==> src/rtl/dre_pkg.sv <==
// Shared types, codes and the run flush function of the delta run-length encoder.
// Depends on nothing; used by every module of the block.
package dre_pkg;

  localparam logic [7:0] ESC_BYTE    = 8'hFF;
  localparam logic [7:0] MIN_RUN     = 8'd3;
  localparam int         CFG_IDX_W   = 1;
  localparam int         CFG_DATA_W  = 8;
  localparam int         BUNDLE_SLOTS = 6;

  // Configuration register indexes.
  localparam logic [CFG_IDX_W-1:0] CFG_DELTA_ENABLE = 1'b0;
  localparam logic [CFG_IDX_W-1:0] CFG_MAX_RUN      = 1'b1;

  typedef struct packed {
    logic [7:0] data_byte;
    logic       last_in;
  } in_item_t;

  typedef struct packed {
    logic [7:0] code_byte;
    logic       last_out;
  } out_item_t;

  typedef struct packed {
    logic       delta_enable;
    logic [7:0] max_run;
  } cfg_t;

  // Up to three code bytes from flushing one run; slot 0 goes out first.
  typedef struct packed {
    logic [2:0][7:0] bytes;
    logic [1:0]      count;
  } flush_t;

  // All code bytes caused by one input item; slot 0 goes out first.
  typedef struct packed {
    logic [BUNDLE_SLOTS-1:0][7:0] bytes;
    logic [2:0]                   count;
    logic                         last;
  } bundle_t;

  // Code bytes for a run of the given value and length (zero length gives none).
  function automatic flush_t flush_run(input logic [7:0] value, input logic [7:0] len);
    flush_t f;
    f.bytes = '0;
    f.count = 2'd0;
    if (len >= MIN_RUN) begin
      f.bytes[0] = ESC_BYTE;
      f.bytes[1] = value;
      f.bytes[2] = len;
      f.count    = 2'd3;
    end else if (len != 8'd0) begin
      if (value == ESC_BYTE) begin
        // An escape byte, single or paired, always goes out as a triple.
        f.bytes[0] = ESC_BYTE;
        f.bytes[1] = ESC_BYTE;
        f.bytes[2] = len;
        f.count    = 2'd3;
      end else begin
        f.bytes[0] = value;
        f.bytes[1] = value;
        f.count    = len[1:0];
      end
    end
    return f;
  endfunction

endpackage

==> src/rtl/dre_encoder.sv <==
// Delta stage and run tracker: turns one accepted item into a bundle of code bytes.
// Depends on dre_pkg.
module dre_encoder (
  input  logic              clk,
  input  logic              rst,
  input  dre_pkg::cfg_t     cfg,
  input  logic              take,
  input  dre_pkg::in_item_t item,
  output dre_pkg::bundle_t  bundle
);
  import dre_pkg::*;

  logic [7:0] prev_raw;
  logic       first_pending;
  logic [7:0] run_value;
  logic [7:0] run_length;

  logic [7:0] run_value_next;
  logic [7:0] run_length_next;
  logic [7:0] limit;
  logic [7:0] d;
  logic       extend;
  logic [7:0] open_value;
  logic [7:0] open_length;
  flush_t     flush_old;
  flush_t     flush_new;

  // Byte delta, bypassed on the first byte of a message or when disabled.
  always_comb begin
    limit = (cfg.max_run < MIN_RUN) ? MIN_RUN : cfg.max_run;
    if (first_pending || !cfg.delta_enable) begin
      d = item.data_byte;
    end else begin
      d = item.data_byte - prev_raw;
    end
  end

  // Run extension or break, and the flush on the last byte.
  always_comb begin
    extend      = (run_length != 8'd0) && (d == run_value) && (run_length < limit);
    flush_old   = extend ? flush_t'('0) : flush_run(run_value, run_length);
    open_value  = extend ? run_value : d;
    open_length = extend ? run_length + 8'd1 : 8'd1;
    flush_new   = item.last_in ? flush_run(open_value, open_length) : flush_t'('0);
    run_value_next  = open_value;
    run_length_next = item.last_in ? 8'd0 : open_length;
  end

  // Pack the old run's bytes first, then the flushed new run.
  always_comb begin
    bundle.bytes = '0;
    bundle.count = {1'b0, flush_old.count} + {1'b0, flush_new.count};
    bundle.last  = item.last_in;
    case (flush_old.count)
      2'd0: begin
        bundle.bytes[2:0] = flush_new.bytes;
      end
      2'd1: begin
        bundle.bytes[0]   = flush_old.bytes[0];
        bundle.bytes[3:1] = flush_new.bytes;
      end
      2'd2: begin
        bundle.bytes[1:0] = flush_old.bytes[1:0];
        bundle.bytes[4:2] = flush_new.bytes;
      end
      default: begin
        bundle.bytes[2:0] = flush_old.bytes;
        bundle.bytes[5:3] = flush_new.bytes;
      end
    endcase
  end

  // Message state advances on every input transfer.
  always_ff @(posedge clk) begin
    if (rst) begin
      prev_raw      <= 8'd0;
      first_pending <= 1'b1;
      run_value     <= 8'd0;
      run_length    <= 8'd0;
    end else if (take) begin
      prev_raw      <= item.data_byte;
      first_pending <= item.last_in;
      run_value     <= run_value_next;
      run_length    <= run_length_next;
    end
  end

endmodule

==> src/rtl/dre_serializer.sv <==
// Output register bank that sends a bundle of code bytes one byte per transfer.
// Depends on dre_pkg.
module dre_serializer (
  input  logic               clk,
  input  logic               rst,
  input  dre_pkg::bundle_t   bundle,
  input  logic               load,
  output logic               can_load,
  output logic               out_valid,
  input  logic               out_stall,
  output dre_pkg::out_item_t out_data
);
  import dre_pkg::*;

  logic [BUNDLE_SLOTS-1:0][7:0] bytes;
  logic [2:0]                   rem;
  logic                         last;

  // A new bundle fits once the bank is empty or its final byte leaves now.
  always_comb begin
    can_load           = (rem == 3'd0) || ((rem == 3'd1) && !out_stall);
    out_valid          = (rem != 3'd0);
    out_data.code_byte = bytes[0];
    out_data.last_out  = last && (rem == 3'd1);
  end

  // Bytes shift toward slot 0 on each output transfer.
  always_ff @(posedge clk) begin
    if (rst) begin
      rem <= 3'd0;
    end else if (load) begin
      rem <= bundle.count;
    end else if (out_valid && !out_stall) begin
      rem <= rem - 3'd1;
    end
  end

  always_ff @(posedge clk) begin
    if (load) begin
      bytes <= bundle.bytes;
      last  <= bundle.last;
    end else if (out_valid && !out_stall) begin
      bytes <= {8'd0, bytes[BUNDLE_SLOTS-1:1]};
    end
  end

endmodule

==> src/rtl/delta_rle_encoder.sv <==
// Latency: the first code byte of an item is shown the cycle after its input transfer.
// Throughput: one item per cycle while each item yields at most one code byte and the
// output does not stall; an item with more (up to six) stalls input until its last byte
// leaves, paced by the output byte register. Reset (synchronous, active high) empties
// the output bank, starts a new message and sets delta_enable to 1 and max_run to 255.
module delta_rle_encoder (
  input  logic                              clk,
  input  logic                              rst,
  input  logic                              in_valid,
  output logic                              in_stall,
  input  dre_pkg::in_item_t                 in_data,
  output logic                              out_valid,
  input  logic                              out_stall,
  output dre_pkg::out_item_t                out_data,
  input  logic                              cfg_valid,
  output logic                              cfg_ready,
  input  logic [dre_pkg::CFG_IDX_W-1:0]     cfg_index,
  input  logic [dre_pkg::CFG_DATA_W-1:0]    cfg_data
);
  import dre_pkg::*;

  cfg_t    cfg;
  bundle_t bundle;
  logic    can_load;
  logic    take;

  // Configuration writes are always taken.
  assign cfg_ready = 1'b1;

  always_ff @(posedge clk) begin
    if (rst) begin
      cfg.delta_enable <= 1'b1;
      cfg.max_run      <= 8'd255;
    end else if (cfg_valid && cfg_ready) begin
      case (cfg_index)
        CFG_DELTA_ENABLE: cfg.delta_enable <= cfg_data[0];
        CFG_MAX_RUN:      cfg.max_run      <= cfg_data[7:0];
        default: ;
      endcase
    end
  end

  // An input transfer loads its bundle into the output bank in the same edge.
  assign in_stall = !can_load;
  assign take     = in_valid && can_load;

  dre_encoder u_enc (
    .clk    (clk),
    .rst    (rst),
    .cfg    (cfg),
    .take   (take),
    .item   (in_data),
    .bundle (bundle)
  );

  dre_serializer u_ser (
    .clk       (clk),
    .rst       (rst),
    .bundle    (bundle),
    .load      (take),
    .can_load  (can_load),
    .out_valid (out_valid),
    .out_stall (out_stall),
    .out_data  (out_data)
  );

endmodule

==> config.mk <==
export PLATFORM = sky130hd
export DESIGN_NAME = delta_rle_encoder
export DESIGN_NICKNAME = d
export VERILOG_FILES = /design/src/rtl/dre_pkg.sv /design/src/rtl/dre_encoder.sv /design/src/rtl/dre_serializer.sv /design/src/rtl/delta_rle_encoder.sv
export SDC_FILE = /design/constraint.sdc
export NUM_CORES = 1
export LEC_CHECK = 0
export BUFFER_PORTS_ARGS = -buffer_cell sky130_fd_sc_hd__clkbuf_2
export CORE_AREA = 2 2 120 134
export DETAILED_ROUTE_END_ITERATION = 10
export DIE_AREA = 0 0 122 136
export PLACE_DENSITY_LB_ADDON = 0.2
export SLEW_MARGIN = 20
export SYNTH_ARGS = -nofsm -noshare
export SYNTH_HDL_FRONTEND = slang
export SYNTH_HIERARCHICAL = 1
export SYNTH_SLANG_ARGS = --single-unit
export TNS_END_PERCENT = 30
==> constraint.sdc <==
create_clock -name clk -period 4.7 [get_ports clk]
set_clock_uncertainty 0.1 [all_clocks]
set_input_delay 0 -clock clk [delete_from_list [all_inputs] [get_ports clk]]
set_output_delay 0 -clock clk [all_outputs]
set_load 0.005 [all_outputs]
# Yosys cells after proc, flatten, opt, wreduce, memory -nomap -nowiden
# Cells that the tools add are included.
# Widths: inputs -> output; s select.
# totals
ram_bits	0
ff_bits	86
out_inout_bits	12
wordCells	73
latchBits	0
input_bits	23
rom_bits	0
n_memories	0
# classes
div_mod_pow	0
bitwise_logic	1
muxes	23
n_shift	0
mul	0
magnitude_cmp	4
n_reduce_logical	21
n_eq_ne	6
n_addsub	4
# op_table
cell	count
$mux 26	6
$mux 48	2
$pmux 24 s3	1
$mux 8	8
$mux 18	2
$pmux 8 s3	1
$eq 8x8->1 const B	2
$ge 8x2->1 const B	2
$pmux 8 s2	1
$reduce_bool 8->1	2
$add 8x1->8 const B	1
$eq 8x8->1	1
$lt 8x2->1 const B	1
$lt 8x8->1	1
$sub 8x8->8	1
$logic_and 1x1->1	6
$mux 3	2
$reduce_and 2->1	2
$add 2x2->3	1
$eq 3x1->1 const B	1
$logic_not 1->1	3
$logic_not 3->1	1
$reduce_bool 3->1	1
$reduce_or 3->1	1
8 further kinds	9

# Longest topological paths before layout
# depth
ltp_word	14
mapped_depth	18
depth_no_buf	16

# Modules after synthesis
# Netlist, hierarchy kept.
# by_module_without_submodules
mod	area_each_um2	cells_per_inst	instances
dre_encoder	3323.2	443	1
dre_serializer	2284.7	141	1
delta_rle_encoder	367.9	35	1

# Least setup slack after synthesis
# Ideal clock, no wire load.
# synth_timing
path_kind	reg2reg
start	register u_ser.rem[0]
end	register u_ser/bytes[10] (netlist bit) (enable)
n_path_buf	0
required_ns	4.080
setup_ns	0.520
arrival_time_ns	4.198
stages_incl_launch_ff	5
path_slack_ns	-0.118
path_cell_list	dfxtp_1 > inv_1 > ha_1 > and2b_2 > o21ai_0
# synth_between
elab_chain_cells	5
word_cells_on_any_way	8
cone_classes	1 x eq/ne; 7 x reduce/logical
# synth_rtl
element	line_no	text
from (decl)	dre_serializer.sv:16	logic [2:0] rem;
from (signal assigned)	dre_serializer.sv:32	rem <= bundle.count;
from (signal assigned)	dre_serializer.sv:34	rem <= rem - 3'd1;
$eq 3x1->1	dre_serializer.sv:21	can_load = (rem == 3'd0) || ((rem == 3'd1) && !out_stall);
$logic_and 1x1->1	dre_serializer.sv:21	
$logic_or 1x1->1	dre_serializer.sv:21	
$logic_and 1x1->1	delta_rle_encoder.sv:45	assign take = in_valid && can_load;
$reduce_bool 2->1 (no source line) (*)	--	
to (signal assigned)	dre_serializer.sv:40	bytes <= bundle.bytes;
to (signal assigned)	dre_serializer.sv:43	bytes <= {8'd0, bytes[BUNDLE_SLOTS-1:1]};
to (decl)	dre_serializer.sv:15	logic [BUNDLE_SLOTS-1:0][7:0] bytes;
# Mark *: on every way between the ends. The rest lies on a longest branch, timed or not.
# A chain may end at the register's enable or synchronous reset.

==> impl_results.md <==
* Sequential-to-total area share from yosys stat at between 30% and 40%
* Final Max Slew Viols at 0
* Switching fraction of total power at 33.7%
* Die area at 16600 µm²
* Placement Setup Slack at 0.415 ns
* Die Wd at 122 µm
* Post-DRT Antenna Nets at 0
* Final nets at 699
* Synth warn at 6
* Final Util at roughly 44%
* Max Cap Viol at 0
* Synth unique cells at 88
* HPWL after DPL at 10800 µm
* Core ar. at 15300 µm²
* Leak at 0.00262 µW
* Cell area after layout at 6740 µm²
* Synthesized flop and latch total at 86
* Worst path bufs/invs at 0
* Share of cells above drive strength 1 at around a fifth
* Number of synthesized flops with an enable pin at 49
* Clock group share of total power at approximately 23%
* Final wirelength at 15400 µm
* Gate Count Post-Synth at approximately 620
* Worst-path clk slew at 0.07 ns
* Int Pwr at slightly below 2000 µW
* CTS tree: built
* Grt ovf at 0
* TritonCTS Buffers at 9
* Pwr/cell area at 438 nW/µm²
* Sequential Power Share at 42.9%
* Hold Path End: cfg[8]$_SDFFE_PP1P_
* Initial Utilization at 39.0%
* Routed vias at 4883
* Peak VDD IR at 0.000402 V
* # rows at 48
* Worst Hold Depth at 3
* Status: finished clean
* CP Capture Type: register
* R2r endpoint: u_ser/rem[1]$_SDFFE_PP0P_
* Maximum root-to-sink buffer count at 2
* Initial antenna violation count at 0
* P&R area growth vs syn at 12.8%
* Unrepaired setup endpoints after global routing: false
* Worst reg2reg startpoint: cfg[7]$_SDFFE_PP1P_
* Detailed Route Iter0 Violations at about 430
* Final hold vios at 0
* WS Path Type: reg -> reg
* Dpl cell area at 6210 µm²
* Slew margin rel. at 34.1%
* Maximum fanout along the worst path at 14
* Die Y-Extent at 136 µm
* R2r setup slk at 0.40 ns
* Hold Crit Class: in -> reg
* Final setup fails at 0
* Routed wire per std cell at 17.9 µm
* Logic pwr share at 34.4%
* Avg Cell Area, Syn at 9.65 µm²
* Worst Max-Slew Pin Slew at ~1 ns
* Worst path max stage delay at 0.45 ns
* CP cell instances: nor4_1 -> a21oi_1 -> ha_1 -> a21oi_1 -> nor2b_1 -> o41ai_1 -> o2111ai_1 -> nor4_4 -> nand2_2 -> nor2_1 -> o21ai_0 -> ha_1 -> fa_1 -> nand3b_1 -> o41ai_1
* TritonCTS Sinks at 86
* ANT cells at 0
* Final-layout fill cell count at 1505
* Worst EP arrival at 4.41 ns
* Post-CTS setup buffers at 0
* H-tree levels at 3
* Total GRT Usage at 19.6%
* Count of input and output buffers at 33
* Tmin final at around 4.3 ns
* Vias in the first global route at 4724
* Tcrit/Tclk final at approximately nine tenths
* Async S/R FF share, synth at 0%
* DRC at 0
* Clock Latency Late Sink at 0.35 ns
* Largest net degree at the start of global routing at 59
* Gpl congestion at 0.881
* Ys flop type: edfxtp_1
* Clock tree root buffer cell: clkbuf_16
* Top delay family on crit path: simple AND/OR/NAND/NOR gates
* Worst Setup Start Kind: register
* Hold_sp: cfg_index
* Via density at 5.69
* Setup TNS at 0 ns
* Switching power total at between 900 and 1000 µW
* Fmax at 0.233 GHz
* Global-route wire length before repair at 25100 µm
* Setup ws final at about 0.40 ns
* Boundary pin count at 35
* First-pass detailed-route iteration total at 5
* Worst R2R Path Depth at 15
* Worst EP required at 4.81 ns
* Post-synthesis cell area at 5980 µm²
* CP max stage cell: o41ai_1
## metal layers
layer | GRT usage, % | share of wire [%]
met5 | 0 | 0
met3 | 3.02 | 4.1
met4 | 7.66 | 2.0
met2 | 32.5 | 47
met1 | 25.5 | 47
## logic make-up after synthesis
family,Yosys count,share of synthesized area [%]
muxes,60,10.9
DFF,86,37.0
xor gates and xnor gates,10,1.59
and+or+nand+nor,194,18.2
adders and majority gates,23,5.07
buffers and inverters,88,7.20
other,2,0.126
AOI/OAI and AO/OA,156,19.9
## cells in the mapped netlist (all sizes together), types with 8 or more instances
library cell	count	area share, %
nor2	49	3.1
inv	34	2.1
nand3	21	1.8
o21ai	13	1.2
dfxtp	37	12
edfxtp	49	25
mux2i	19	3.2
and2	12	1.3
nor3	13	1.3
nand2	31	2.1
buf	34	3.8
ha	21	4.4
a211oi	13	1.7
o22ai	8	0.84
a22o	12	1.8
a21oi	38	3.2
clkbuf	20	1.3
mux2	41	7.7
and3	16	1.8
nand2b	8	0.84
## what timing repair did
action | in CTS | in global routing
hold buffers | 26 | 0
hold endpoints to repair | 18 | 0
gates resized for setup | 0 | 0
## power by group through the flow
stage                     Sequential, µW  Combinational (µW)  Clock [µW]
after floorplan                     1240                 813           0
after global routing                1290                1110         717
after CTS                           1270                1020         685
after global placement              1280                 974           0
final                               1260                1010         671
after detailed placement            1280                 995           0
## stage by stage
stage	power [µW]	cells	hold WS, ns
2_1_floorplan	2050	625	-0.0279
3_3_place_gp	2250	816	0.164
3_5_place_dp	2280	816	0.181
4_1_cts	2970	858	0.0461
5_1_grt	3120	858	0.101
6_report	2950	858	0.0771
## worst max-delay path by stage
stage / cells past startpoint / from / slack [ns] / endpoint
2_1_floorplan: 16 / u_enc/prev_raw[0]$_SDFFE_PP0P_ / 0.77 / u_ser/rem[1]$_SDFFE_PP0P_
3_3_place_gp: 15 / cfg[7]$_SDFFE_PP1P_ / 0.51 / u_ser/rem[1]$_SDFFE_PP0P_
3_5_place_dp: 12 / cfg[8]$_SDFFE_PP1P_ / 0.42 / u_ser/rem[1]$_SDFFE_PP0P_
4_1_cts: 12 / cfg[8]$_SDFFE_PP1P_ / 0.40 / u_ser/rem[1]$_SDFFE_PP0P_
5_1_grt: 12 / cfg[8]$_SDFFE_PP1P_ / 0.10 / u_ser/rem[1]$_SDFFE_PP0P_
6_report: 15 / cfg[7]$_SDFFE_PP1P_ / 0.40 / u_ser/rem[1]$_SDFFE_PP0P_
## area by class of cell
| type | count | area, µm² | area share (%) |
|---|---|---|---|
| sequential | 86 | 2210 | 32.8 |
| clock inverter | 4 | 30.0 | 0.445 |
| inverter | 34 | 128 | 1.89 |
| timing repair buffer | 71 | 515 | 7.65 |
| multi-input combinational | 451 | 3370 | 50.0 |
| clock buffer | 12 | 236 | 3.51 |
| tap | 200 | 250 | 3.71 |
## state kept, by name, summed over array words and instances (netlist names)
register	flops
u_ser/last	1
u_enc/first_pending	1
u_enc/run_length	8
u_enc/prev_raw	8
u_ser/bytes	40
u_ser/out_data	8
u_enc/run_value	8
u_ser/rem	3
cfg	9
## worst reg2reg max path, cell delays in order (launching register included)
cell and delay, ns:
dfxtp_1 0.32, nor4_1 0.41, a21oi_1 0.13, ha_1 0.30, a21oi_1 0.16, nor2b_1 0.06
o41ai_1 0.45, o2111ai_1 0.31, nor4_4 0.43, nand2_2 0.31, nor2_1 0.23, o21ai_0 0.12
ha_1 0.21, fa_1 0.44, nand3b_1 0.09, o41ai_1 0.08
## cell usage in the layout, fill, tap and decap left out, drive strengths merged, types with 5 or more instances in the layout
cell type    netlist  layout
nor2              49      49
xnor2              6       6
a221oi             5       5
a21oi             38      38
and2              12      12
o22ai              8       8
conb               2       8
mux2              41      41
nor2b              7       7
and3              16      16
mux2i             19      19
ha                21      21
dlygate4sd3        0      26
nor3              13      13
a22o              12      12
o41ai              7       7
o21ai             13      13
edfxtp            49      49
nand3             21      21
buf               34      12
o211ai             6       6
dfxtp             37      37
nor4bb             5       5
nand2             31      31
a211oi            13      13
inv               34      36
clkbuf            20      45
nor4               7       7
nand2b             8       8
a211o              7       7
Note: power is estimated with default switching activity, not from simulation.
